**config.mk**
```make
export PLATFORM = sky130hd
export DESIGN_NAME = speck128_block_encrypt
export DESIGN_NICKNAME = d
export VERILOG_FILES = /design/src/rtl/spk_pkg.sv /design/src/rtl/speck128_block_encrypt.sv /design/src/rtl/spk_expand.sv
export SDC_FILE = /design/constraint.sdc
export NUM_CORES = 2
export LEC_CHECK = 0
export BUFFER_PORTS_ARGS = -buffer_cell sky130_fd_sc_hd__buf_2
export CORE_ASPECT_RATIO = 1.75
export CORE_UTILIZATION = 31
export CTS_CLUSTER_SIZE = 30
export DETAILED_ROUTE_END_ITERATION = 16
export HOLD_SLACK_MARGIN = 0.12
export PLACE_DENSITY = 0.58
export SLEW_MARGIN = 20
export SYNTH_ARGS = -nofsm -noshare
export SYNTH_HDL_FRONTEND = slang
export SYNTH_SLANG_ARGS = --single-unit
```
**constraint.sdc**
```tcl
create_clock -name clk -period 7.3 [get_ports clk]
set_clock_uncertainty 0.15 [all_clocks]
set_input_delay 0 -clock clk [delete_from_list [all_inputs] [get_ports clk]]
set_output_delay 0 -clock clk [all_outputs]
set_load 0.01 [all_outputs]
```
**src/rtl/spk_pkg.sv**
```systemverilog
// ----------------------------------------------------------------------------
// spk_pkg
// Types, constants and the round function shared by the 128-bit-block Speck
// encryption core and its key schedule.
// ----------------------------------------------------------------------------
package spk_pkg;

    localparam int WORD_W     = 64;
    localparam int MAX_ROUNDS = 34;
    localparam int RK_AW      = $clog2(MAX_ROUNDS);
    localparam int CFG_IDX_W  = 3;
    localparam int LEN_W      = 2;
    localparam int BASE_ROUNDS = 32;

    // register indexes on the configuration port
    localparam logic [CFG_IDX_W-1:0] REG_KEY_LENGTH = 3'd0;
    localparam logic [CFG_IDX_W-1:0] REG_KEY_WORD0  = 3'd1;
    localparam logic [CFG_IDX_W-1:0] REG_KEY_WORD1  = 3'd2;
    localparam logic [CFG_IDX_W-1:0] REG_KEY_WORD2  = 3'd3;
    localparam logic [CFG_IDX_W-1:0] REG_KEY_WORD3  = 3'd4;

    // key length codes; the unused code behaves as the 256-bit key
    localparam logic [LEN_W-1:0] KEY_128 = 2'd0;
    localparam logic [LEN_W-1:0] KEY_192 = 2'd1;
    localparam logic [LEN_W-1:0] KEY_256 = 2'd2;

    typedef struct packed {
        logic [WORD_W-1:0] plain_x;
        logic [WORD_W-1:0] plain_y;
    } spk_in_t;

    typedef struct packed {
        logic [WORD_W-1:0] cipher_x;
        logic [WORD_W-1:0] cipher_y;
    } spk_out_t;

    typedef struct packed {
        logic [WORD_W-1:0] x;
        logic [WORD_W-1:0] y;
    } spk_pair_t;

    // key schedule to core: status and round key write request
    typedef struct packed {
        logic              busy;
        logic [RK_AW-1:0]  rounds;
        logic              wr_en;
        logic [RK_AW-1:0]  wr_addr;
        logic [WORD_W-1:0] wr_data;
    } spk_ks_t;

    function automatic spk_pair_t spk_round(input logic [WORD_W-1:0] x,
                                            input logic [WORD_W-1:0] y,
                                            input logic [WORD_W-1:0] k);
        spk_pair_t r;
        r.x = ({x[7:0], x[WORD_W-1:8]} + y) ^ k;
        r.y = {y[WORD_W-4:0], y[WORD_W-1:WORD_W-3]} ^ r.x;
        return r;
    endfunction

endpackage

```
**src/rtl/speck128_block_encrypt.sv**
```systemverilog
// ----------------------------------------------------------------------------
// speck128_block_encrypt
// Speck encryption, 128-bit block, 128/192/256-bit key. Round keys sit in a
// synchronous memory and are read one round ahead of the round datapath.
// ----------------------------------------------------------------------------
//  channel   direction  handshake                 payload
//  in        input      in_valid / in_stall       spk_in_t  (plain_x, plain_y)
//  out       output     out_valid / out_stall     spk_out_t (cipher_x, cipher_y)
//  cfg       input      cfg_write                 cfg_index, cfg_data
//
//  A block passes through the single round unit, fed by the round key memory,
//  for 32, 33 or 34 rounds, then moves through the drain state to the output
//  register; the next request is taken only after its result has moved to
//  the output register.
//  A key write stalls the input through the write, a restart step and one
//  memory write per round; after reset the stall has only the restart and the writes.
//  A stalled output holds; a finished block waits in drain until it is free.
module speck128_block_encrypt (
    input  logic                             clk,
    input  logic                             rst_n,
    input  logic                             in_valid,
    output logic                             in_stall,
    input  spk_pkg::spk_in_t                 in_data,
    output logic                             out_valid,
    input  logic                             out_stall,
    output spk_pkg::spk_out_t                out_data,
    input  logic                             cfg_write,
    input  logic [spk_pkg::CFG_IDX_W-1:0]    cfg_index,
    input  logic [spk_pkg::WORD_W-1:0]       cfg_data
);
    import spk_pkg::*;

    typedef enum logic [2:0] {
        ST_IDLE  = 3'b001,
        ST_ROUND = 3'b010,
        ST_DRAIN = 3'b100
    } state_t;

    state_t            state_reg, state_next;
    logic [RK_AW-1:0]  round_reg, round_next;
    logic [WORD_W-1:0] x_reg, x_next;
    logic [WORD_W-1:0] y_reg, y_next;
    logic              out_valid_reg, out_valid_next;
    spk_out_t          out_data_reg, out_data_next;
    logic              rd_en;
    logic [RK_AW-1:0]  rd_addr;
    logic [WORD_W-1:0] rk_q;
    logic [WORD_W-1:0] rk_mem [MAX_ROUNDS];
    logic              accept;
    logic              out_free;
    spk_ks_t           ks;
    spk_pair_t         rnd;

    spk_expand u_expand (
        .clk       (clk),
        .rst_n     (rst_n),
        .cfg_write (cfg_write),
        .cfg_index (cfg_index),
        .cfg_data  (cfg_data),
        .ks        (ks)
    );

    // round key memory with a registered read port
    always_ff @(posedge clk)
    begin
        if (ks.wr_en)
            rk_mem[ks.wr_addr] <= ks.wr_data;
        if (rd_en)
            rk_q <= rk_mem[rd_addr];
    end

    assign in_stall = (state_reg != ST_IDLE) || ks.busy || cfg_write;
    assign accept   = in_valid && !in_stall;
    assign out_free = !out_valid_reg || !out_stall;
    assign rnd      = spk_round(x_reg, y_reg, rk_q);

    always_comb
    begin
        state_next     = state_reg;
        round_next     = round_reg;
        x_next         = x_reg;
        y_next         = y_reg;
        out_valid_next = out_valid_reg && out_stall;
        out_data_next  = out_data_reg;
        rd_en          = 1'b0;
        rd_addr        = round_reg + RK_AW'(1);
        case (state_reg)
            ST_IDLE:
            begin
                if (accept)
                begin
                    x_next     = in_data.plain_x;
                    y_next     = in_data.plain_y;
                    round_next = '0;
                    rd_en      = 1'b1;
                    rd_addr    = '0;
                    state_next = ST_ROUND;
                end
            end
            ST_ROUND:
            begin
                // rk_q holds the key of round_reg; fetch the next one
                x_next = rnd.x;
                y_next = rnd.y;
                if (round_reg == ks.rounds - RK_AW'(1))
                    state_next = ST_DRAIN;
                else
                begin
                    rd_en      = 1'b1;
                    round_next = round_reg + RK_AW'(1);
                end
            end
            ST_DRAIN:
            begin
                if (out_free)
                begin
                    out_valid_next         = 1'b1;
                    out_data_next.cipher_x = x_reg;
                    out_data_next.cipher_y = y_reg;
                    state_next             = ST_IDLE;
                end
            end
            default:
            begin
                state_next = ST_IDLE;
            end
        endcase
    end

    always_ff @(posedge clk or negedge rst_n)
    begin
        if (!rst_n)
        begin
            state_reg     <= ST_IDLE;
            round_reg     <= '0;
            out_valid_reg <= 1'b0;
        end
        else
        begin
            state_reg     <= state_next;
            round_reg     <= round_next;
            out_valid_reg <= out_valid_next;
        end
    end

    always_ff @(posedge clk)
    begin
        x_reg        <= x_next;
        y_reg        <= y_next;
        out_data_reg <= out_data_next;
    end

    assign out_valid = out_valid_reg;
    assign out_data  = out_data_reg;

endmodule

```
**src/rtl/spk_expand.sv**
```systemverilog
// ----------------------------------------------------------------------------
// spk_expand
// Key registers and key schedule sequencer. Expands the key into the round
// key memory one round key per cycle after reset and after each key write.
// ----------------------------------------------------------------------------
module spk_expand (
    input  logic                             clk,
    input  logic                             rst_n,
    input  logic                             cfg_write,
    input  logic [spk_pkg::CFG_IDX_W-1:0]    cfg_index,
    input  logic [spk_pkg::WORD_W-1:0]       cfg_data,
    output spk_pkg::spk_ks_t                 ks
);
    import spk_pkg::*;

    logic [LEN_W-1:0]  key_length_reg;
    logic [WORD_W-1:0] key_word_reg [4];
    logic              restart_reg, restart_next;
    logic              running_reg, running_next;
    logic [RK_AW-1:0]  i_reg, i_next;
    logic [1:0]        j_reg, j_next;
    logic [1:0]        last_j_reg, last_j_next;
    logic [RK_AW-1:0]  rounds_reg, rounds_next;
    logic [WORD_W-1:0] a_reg, a_next;
    logic [WORD_W-1:0] l_reg [3];
    logic [WORD_W-1:0] l_next [3];
    logic              cfg_hit;
    spk_pair_t         step;

    assign cfg_hit = cfg_write && (cfg_index <= REG_KEY_WORD3);
    assign step    = spk_round(l_reg[j_reg], a_reg, WORD_W'(i_reg));

    always_comb
    begin
        restart_next = cfg_hit;
        running_next = running_reg;
        i_next       = i_reg;
        j_next       = j_reg;
        last_j_next  = last_j_reg;
        rounds_next  = rounds_reg;
        a_next       = a_reg;
        l_next       = l_reg;
        if (restart_reg)
        begin
            running_next = 1'b1;
            i_next       = '0;
            j_next       = '0;
            case (key_length_reg)
                KEY_128:
                begin
                    a_next      = key_word_reg[1];
                    l_next[0]   = key_word_reg[0];
                    last_j_next = 2'd0;
                    rounds_next = RK_AW'(BASE_ROUNDS);
                end
                KEY_192:
                begin
                    a_next      = key_word_reg[2];
                    l_next[0]   = key_word_reg[1];
                    l_next[1]   = key_word_reg[0];
                    last_j_next = 2'd1;
                    rounds_next = RK_AW'(BASE_ROUNDS + 1);
                end
                default:
                begin
                    a_next      = key_word_reg[3];
                    l_next[0]   = key_word_reg[2];
                    l_next[1]   = key_word_reg[1];
                    l_next[2]   = key_word_reg[0];
                    last_j_next = 2'd2;
                    rounds_next = RK_AW'(BASE_ROUNDS + 2);
                end
            endcase
        end
        else if (running_reg)
        begin
            l_next[j_reg] = step.x;
            a_next        = step.y;
            i_next        = i_reg + RK_AW'(1);
            j_next        = (j_reg == last_j_reg) ? 2'd0 : j_reg + 2'd1;
            if (i_reg == rounds_reg - RK_AW'(1))
                running_next = 1'b0;
        end
    end

    always_ff @(posedge clk or negedge rst_n)
    begin
        if (!rst_n)
        begin
            key_length_reg <= KEY_128;
            key_word_reg   <= '{default: '0};
            restart_reg    <= 1'b1;     // expand the all-zero key after reset
            running_reg    <= 1'b0;
            i_reg          <= '0;
            j_reg          <= '0;
            last_j_reg     <= '0;
            rounds_reg     <= RK_AW'(BASE_ROUNDS);
        end
        else
        begin
            restart_reg <= restart_next;
            running_reg <= running_next;
            i_reg       <= i_next;
            j_reg       <= j_next;
            last_j_reg  <= last_j_next;
            rounds_reg  <= rounds_next;
            if (cfg_write)
            begin
                case (cfg_index)
                    REG_KEY_LENGTH: key_length_reg  <= cfg_data[LEN_W-1:0];
                    REG_KEY_WORD0:  key_word_reg[0] <= cfg_data;
                    REG_KEY_WORD1:  key_word_reg[1] <= cfg_data;
                    REG_KEY_WORD2:  key_word_reg[2] <= cfg_data;
                    REG_KEY_WORD3:  key_word_reg[3] <= cfg_data;
                    default: ;
                endcase
            end
        end
    end

    always_ff @(posedge clk)
    begin
        a_reg <= a_next;
        l_reg <= l_next;
    end

    assign ks.busy    = restart_reg || running_reg;
    assign ks.rounds  = rounds_reg;
    assign ks.wr_en   = running_reg && !restart_reg;
    assign ks.wr_addr = i_reg;
    assign ks.wr_data = a_reg;

endmodule

```
==> metrics.md <==
| Metric | Value |
|---|---|
| Root Driver | `clkbuf_16` |
| Largest net degree at the start of global routing | `233` |
| DR WL/cell | `25.5 um` |
| Core Region | `429000 um2` |
| Slowest CP cell | `a211oi_1` |
| Clock power share | `25.8%` |
| Drt total wl | `430000 um` |
| Ranking of synthesized cells by area | `edfxtp_1 62%, dfrtp_1 5.2%, nand2_1 4.8%, o21ai_0 2.7%, mux2_2 2.7%` |
| Syn. warnings | `0` |
| Clk_lat worst skew | `0.88 ns` |
| DRC Markers | `0` |
| #FFs+latches synth | `3032` |
| Final-layout fill cell count | `40883` |
| Fraction of registers with async set or reset after synthesis | `9.23%` |
| Max_cap viols | `0` |
| Post-DP HPWL | `250000 um` |
| Synth top area share | `61.7%` |
| Non-filler instance count after layout | `between 15000 and 20000` |
| # nets final | `11376` |
| Die width | `499 um` |
| P_int | `37.4 mW` |
| Setup Crit Path Kind | `flip-flop to flip-flop` |
| Layout area overhead | `16.5%` |
| Critical Path Sink Type | `flip-flop` |
| Post-synth EDFFs | `between 2000 and 3000` |
| Initial Util | `31.2%` |
| Total placed cells including tap cells | `15943` |
| Synth Area per Inst | `12.7 um2` |
| Die area | `435000 um2` |
| Placement-stage worst setup slack | `1.57 ns` |
| Power Density | `377 nW/um2` |
| Number of flip-flops in the largest register | `about 2200` |
| Vias | `a little over 90000` |
| Sequential power share | `40.4%` |
| Die Ht | `around 870 um` |
| Antenna violations before repair | `64` |
| Largest area contributor in the netlist | `edfxtp_1` |
| Crit-path max FO | `34` |
| Crit share post-route | `79.4%` |
| Post-CTS Hold Buffers | `404` |
| First-pass GRT wire length | `616000 um` |
| Fmax | `173 MHz` |
| Unrepaired setup endpoints after global routing | `false` |
| Worst-path clk slew | `0.06 ns` |
| Max stage delay on crit path | `0.79 ns` |
| Slew HR | `a little under a fifth` |
| Slew @ Worst Pin | `1.22 ns` |
| FF/Latch Area | `89700 um2` |
| # resized after CTS | `0` |
| Worst EP arrival | `6.24 ns` |
| Post-Layout Inst Area | `156000 um2` |
| Final core occ | `36.3%` |
| GR Util All Layers | `19.1%` |
| Worst hold path type | `input port to flip-flop` |
| CP startpoint kind | `flip-flop` |
| Routed vias/inst | `5.37` |
| H-tree Lvls | `5` |
| Combinational share of power | `approximately 34%` |
| Switching part of the total power | `36.3%` |
| CP cell instances | `nor2_4 > buf_4 > nand2_1 > o21ai_0 > ha_1 > and3_1 > nand3_1 > a211oi_1 > o211a_1 > o31ai_4 > a211oi_1 > a31oi_1 > xor2_1 > o31ai_1` |
| Port bufs | `329` |
| Vias in the first global route | `89815` |
| Drt first pass iters | `6` |
| Total power | `between 50 and 60 mW` |
| Mapped Cells | `10533` |
| Maximum vdd drop | `0.262 mV` |
| Post-route setup TNS | `0 ns` |
| Hold_ws | `0.194 ns` |
| Seq/Total Area, Yosys | `67.0%` |
| Mapped Area | `134000 um2` |
| Clock Sinks | `slightly above 3000` |
| Final ANT Viol Nets | `0` |
| Total grt overflow | `0` |
| Post-CTS Setup Inserts | `0` |
| Number of distinct library cells after synthesis | `between 80 and 90` |
| Tmin final | `slightly below 6 ns` |
| Ys flop type | `edfxtp_1` |
| Share of layout cells above drive strength 1 | `between 10% and 20%` |
| Initial drt markers | `8587` |
| Routability cong. | `0.919` |
| P_sw | `21.3 mW` |
| Fin. max-slew vios | `0` |
| Top-Level Pins | `between 300 and 400` |
| Rows | `318` |
| CTS Buf Count | `290` |
| Final hold vios | `0` |
| CTS tree | `done` |
| Worst EP required | `7.75 ns` |
| Final setup margin | `1.51 ns` |
| Most used cell, CP | `a211oi_1` |
| Pleak | `53.9 nW` |
| Most frequent cell after synthesis | `edfxtp_1` |
| Status | `finished, final reports clean` |
| Post-synth top cells | `2752 x edfxtp_1, 1704 x nand2_1, 730 x o21ai_0` |
| Syn_nets | `between 10000 and 15000` |
| Area taken by multi-input logic gates | `41500 um2` |
| Placement Cell Area | `approximately 140000 um2` |
| CTS max path bufs | `4` |
| Count of final setup violators | `0` |
[area by class of cell]
class | count | area share, %
antenna | 20 | 0.0321
clock buffer | 369 | 5.00
clock inverter | 146 | 0.936
inverter | 55 | 0.132
multi-input combinational | 6683 | 26.6
sequential | 3032 | 57.5
tap | 5600 | 4.49
timing repair buffer | 980 | 5.30
[logic make-up after synthesis]
group / share of synthesized area (%)
AND/OR/NAND/NOR: 10.5
flip-flops: 67.0
AO/OA/AOI/OAI: 11.9
buffers and inverters: 2.36
multiplexers: 4.71
XOR/XNOR: 2.34
adder cells (fa/ha/maj): 1.26
[worst paths after layout]
path,slack [ns],startpoint,cells past startpoint,endpoint
setup / recovery,1.51,u_expand.j_reg[1],14,u_expand.l_reg[61]
hold / removal,0.19,cfg_index[0],5,u_expand.key_length_reg[0]
setup reg to reg,1.51,u_expand.j_reg[1],14,u_expand.l_reg[61]
hold reg to reg,0.31,x_reg[27],0,out_data[91]
max in group asynchronous,5.88,rst_n,4,round_reg[0]
min in group asynchronous,0.21,rst_n,4,u_expand.key_word_reg[240]
[metal layers]
layer / track usage (%) / routed length (um) / vias up
met1: 22.0 / 162000 / 45765
met3: 2.56 / 25300 / 911
met4: 8.26 / 19600 / 52
li1: - / - / 40534
met2: 35.0 / 223000 / 3336
met5: 0 / 356 / -
[critical path, delay by kind of cell, from the launching register on]
kind | cells | cell delay (ns)
flip-flops | 1 | 0.69
adder cells (fa/ha/maj) | 1 | 0.28
buffers and inverters | 1 | 0.50
AO/OA/AOI/OAI | 7 | 2.45
AND/OR/NAND/NOR | 4 | 1.13
XOR/XNOR | 1 | 0.30
[power by group through the flow]
stage	clock network, mW	logic, mW	registers, mW
final	15.2	19.8	23.8
after global routing	16.0	21.2	23.9
after CTS	15.4	19.6	23.8
after detailed placement	0	19.3	24.1
after global placement	0	19.0	24.1
after floorplan	0	11.4	24.7
[layout by cell type (no fill, tap or decap), types with 44 or more instances in the layout]
cell,synthesis,layout
buf_2,63,328
o2111ai_1,257,257
a22oi_1,65,65
edfxtp_1,2752,2752
nand2_1,1704,1699
xnor2_1,154,154
mux2i_1,265,265
a21o_1,66,65
buf_12,0,50
clkbuf_16,0,299
nor2_1,415,376
clkbuf_1,658,65
nand2b_1,412,408
mux2_2,324,324
and3_1,147,146
clkinv_1,0,44
buf_4,2,192
dlygate4sd3_1,0,403
xor2_1,157,156
ha_1,132,132
nand3_1,316,315
clkinv_2,0,47
o21ai_0,730,730
a21oi_1,705,703
dfrtp_1,278,273
a311oi_1,256,256
inv_1,55,54
o311ai_0,130,130
o21ai_1,45,45
(Power assumes the default switching activity.)
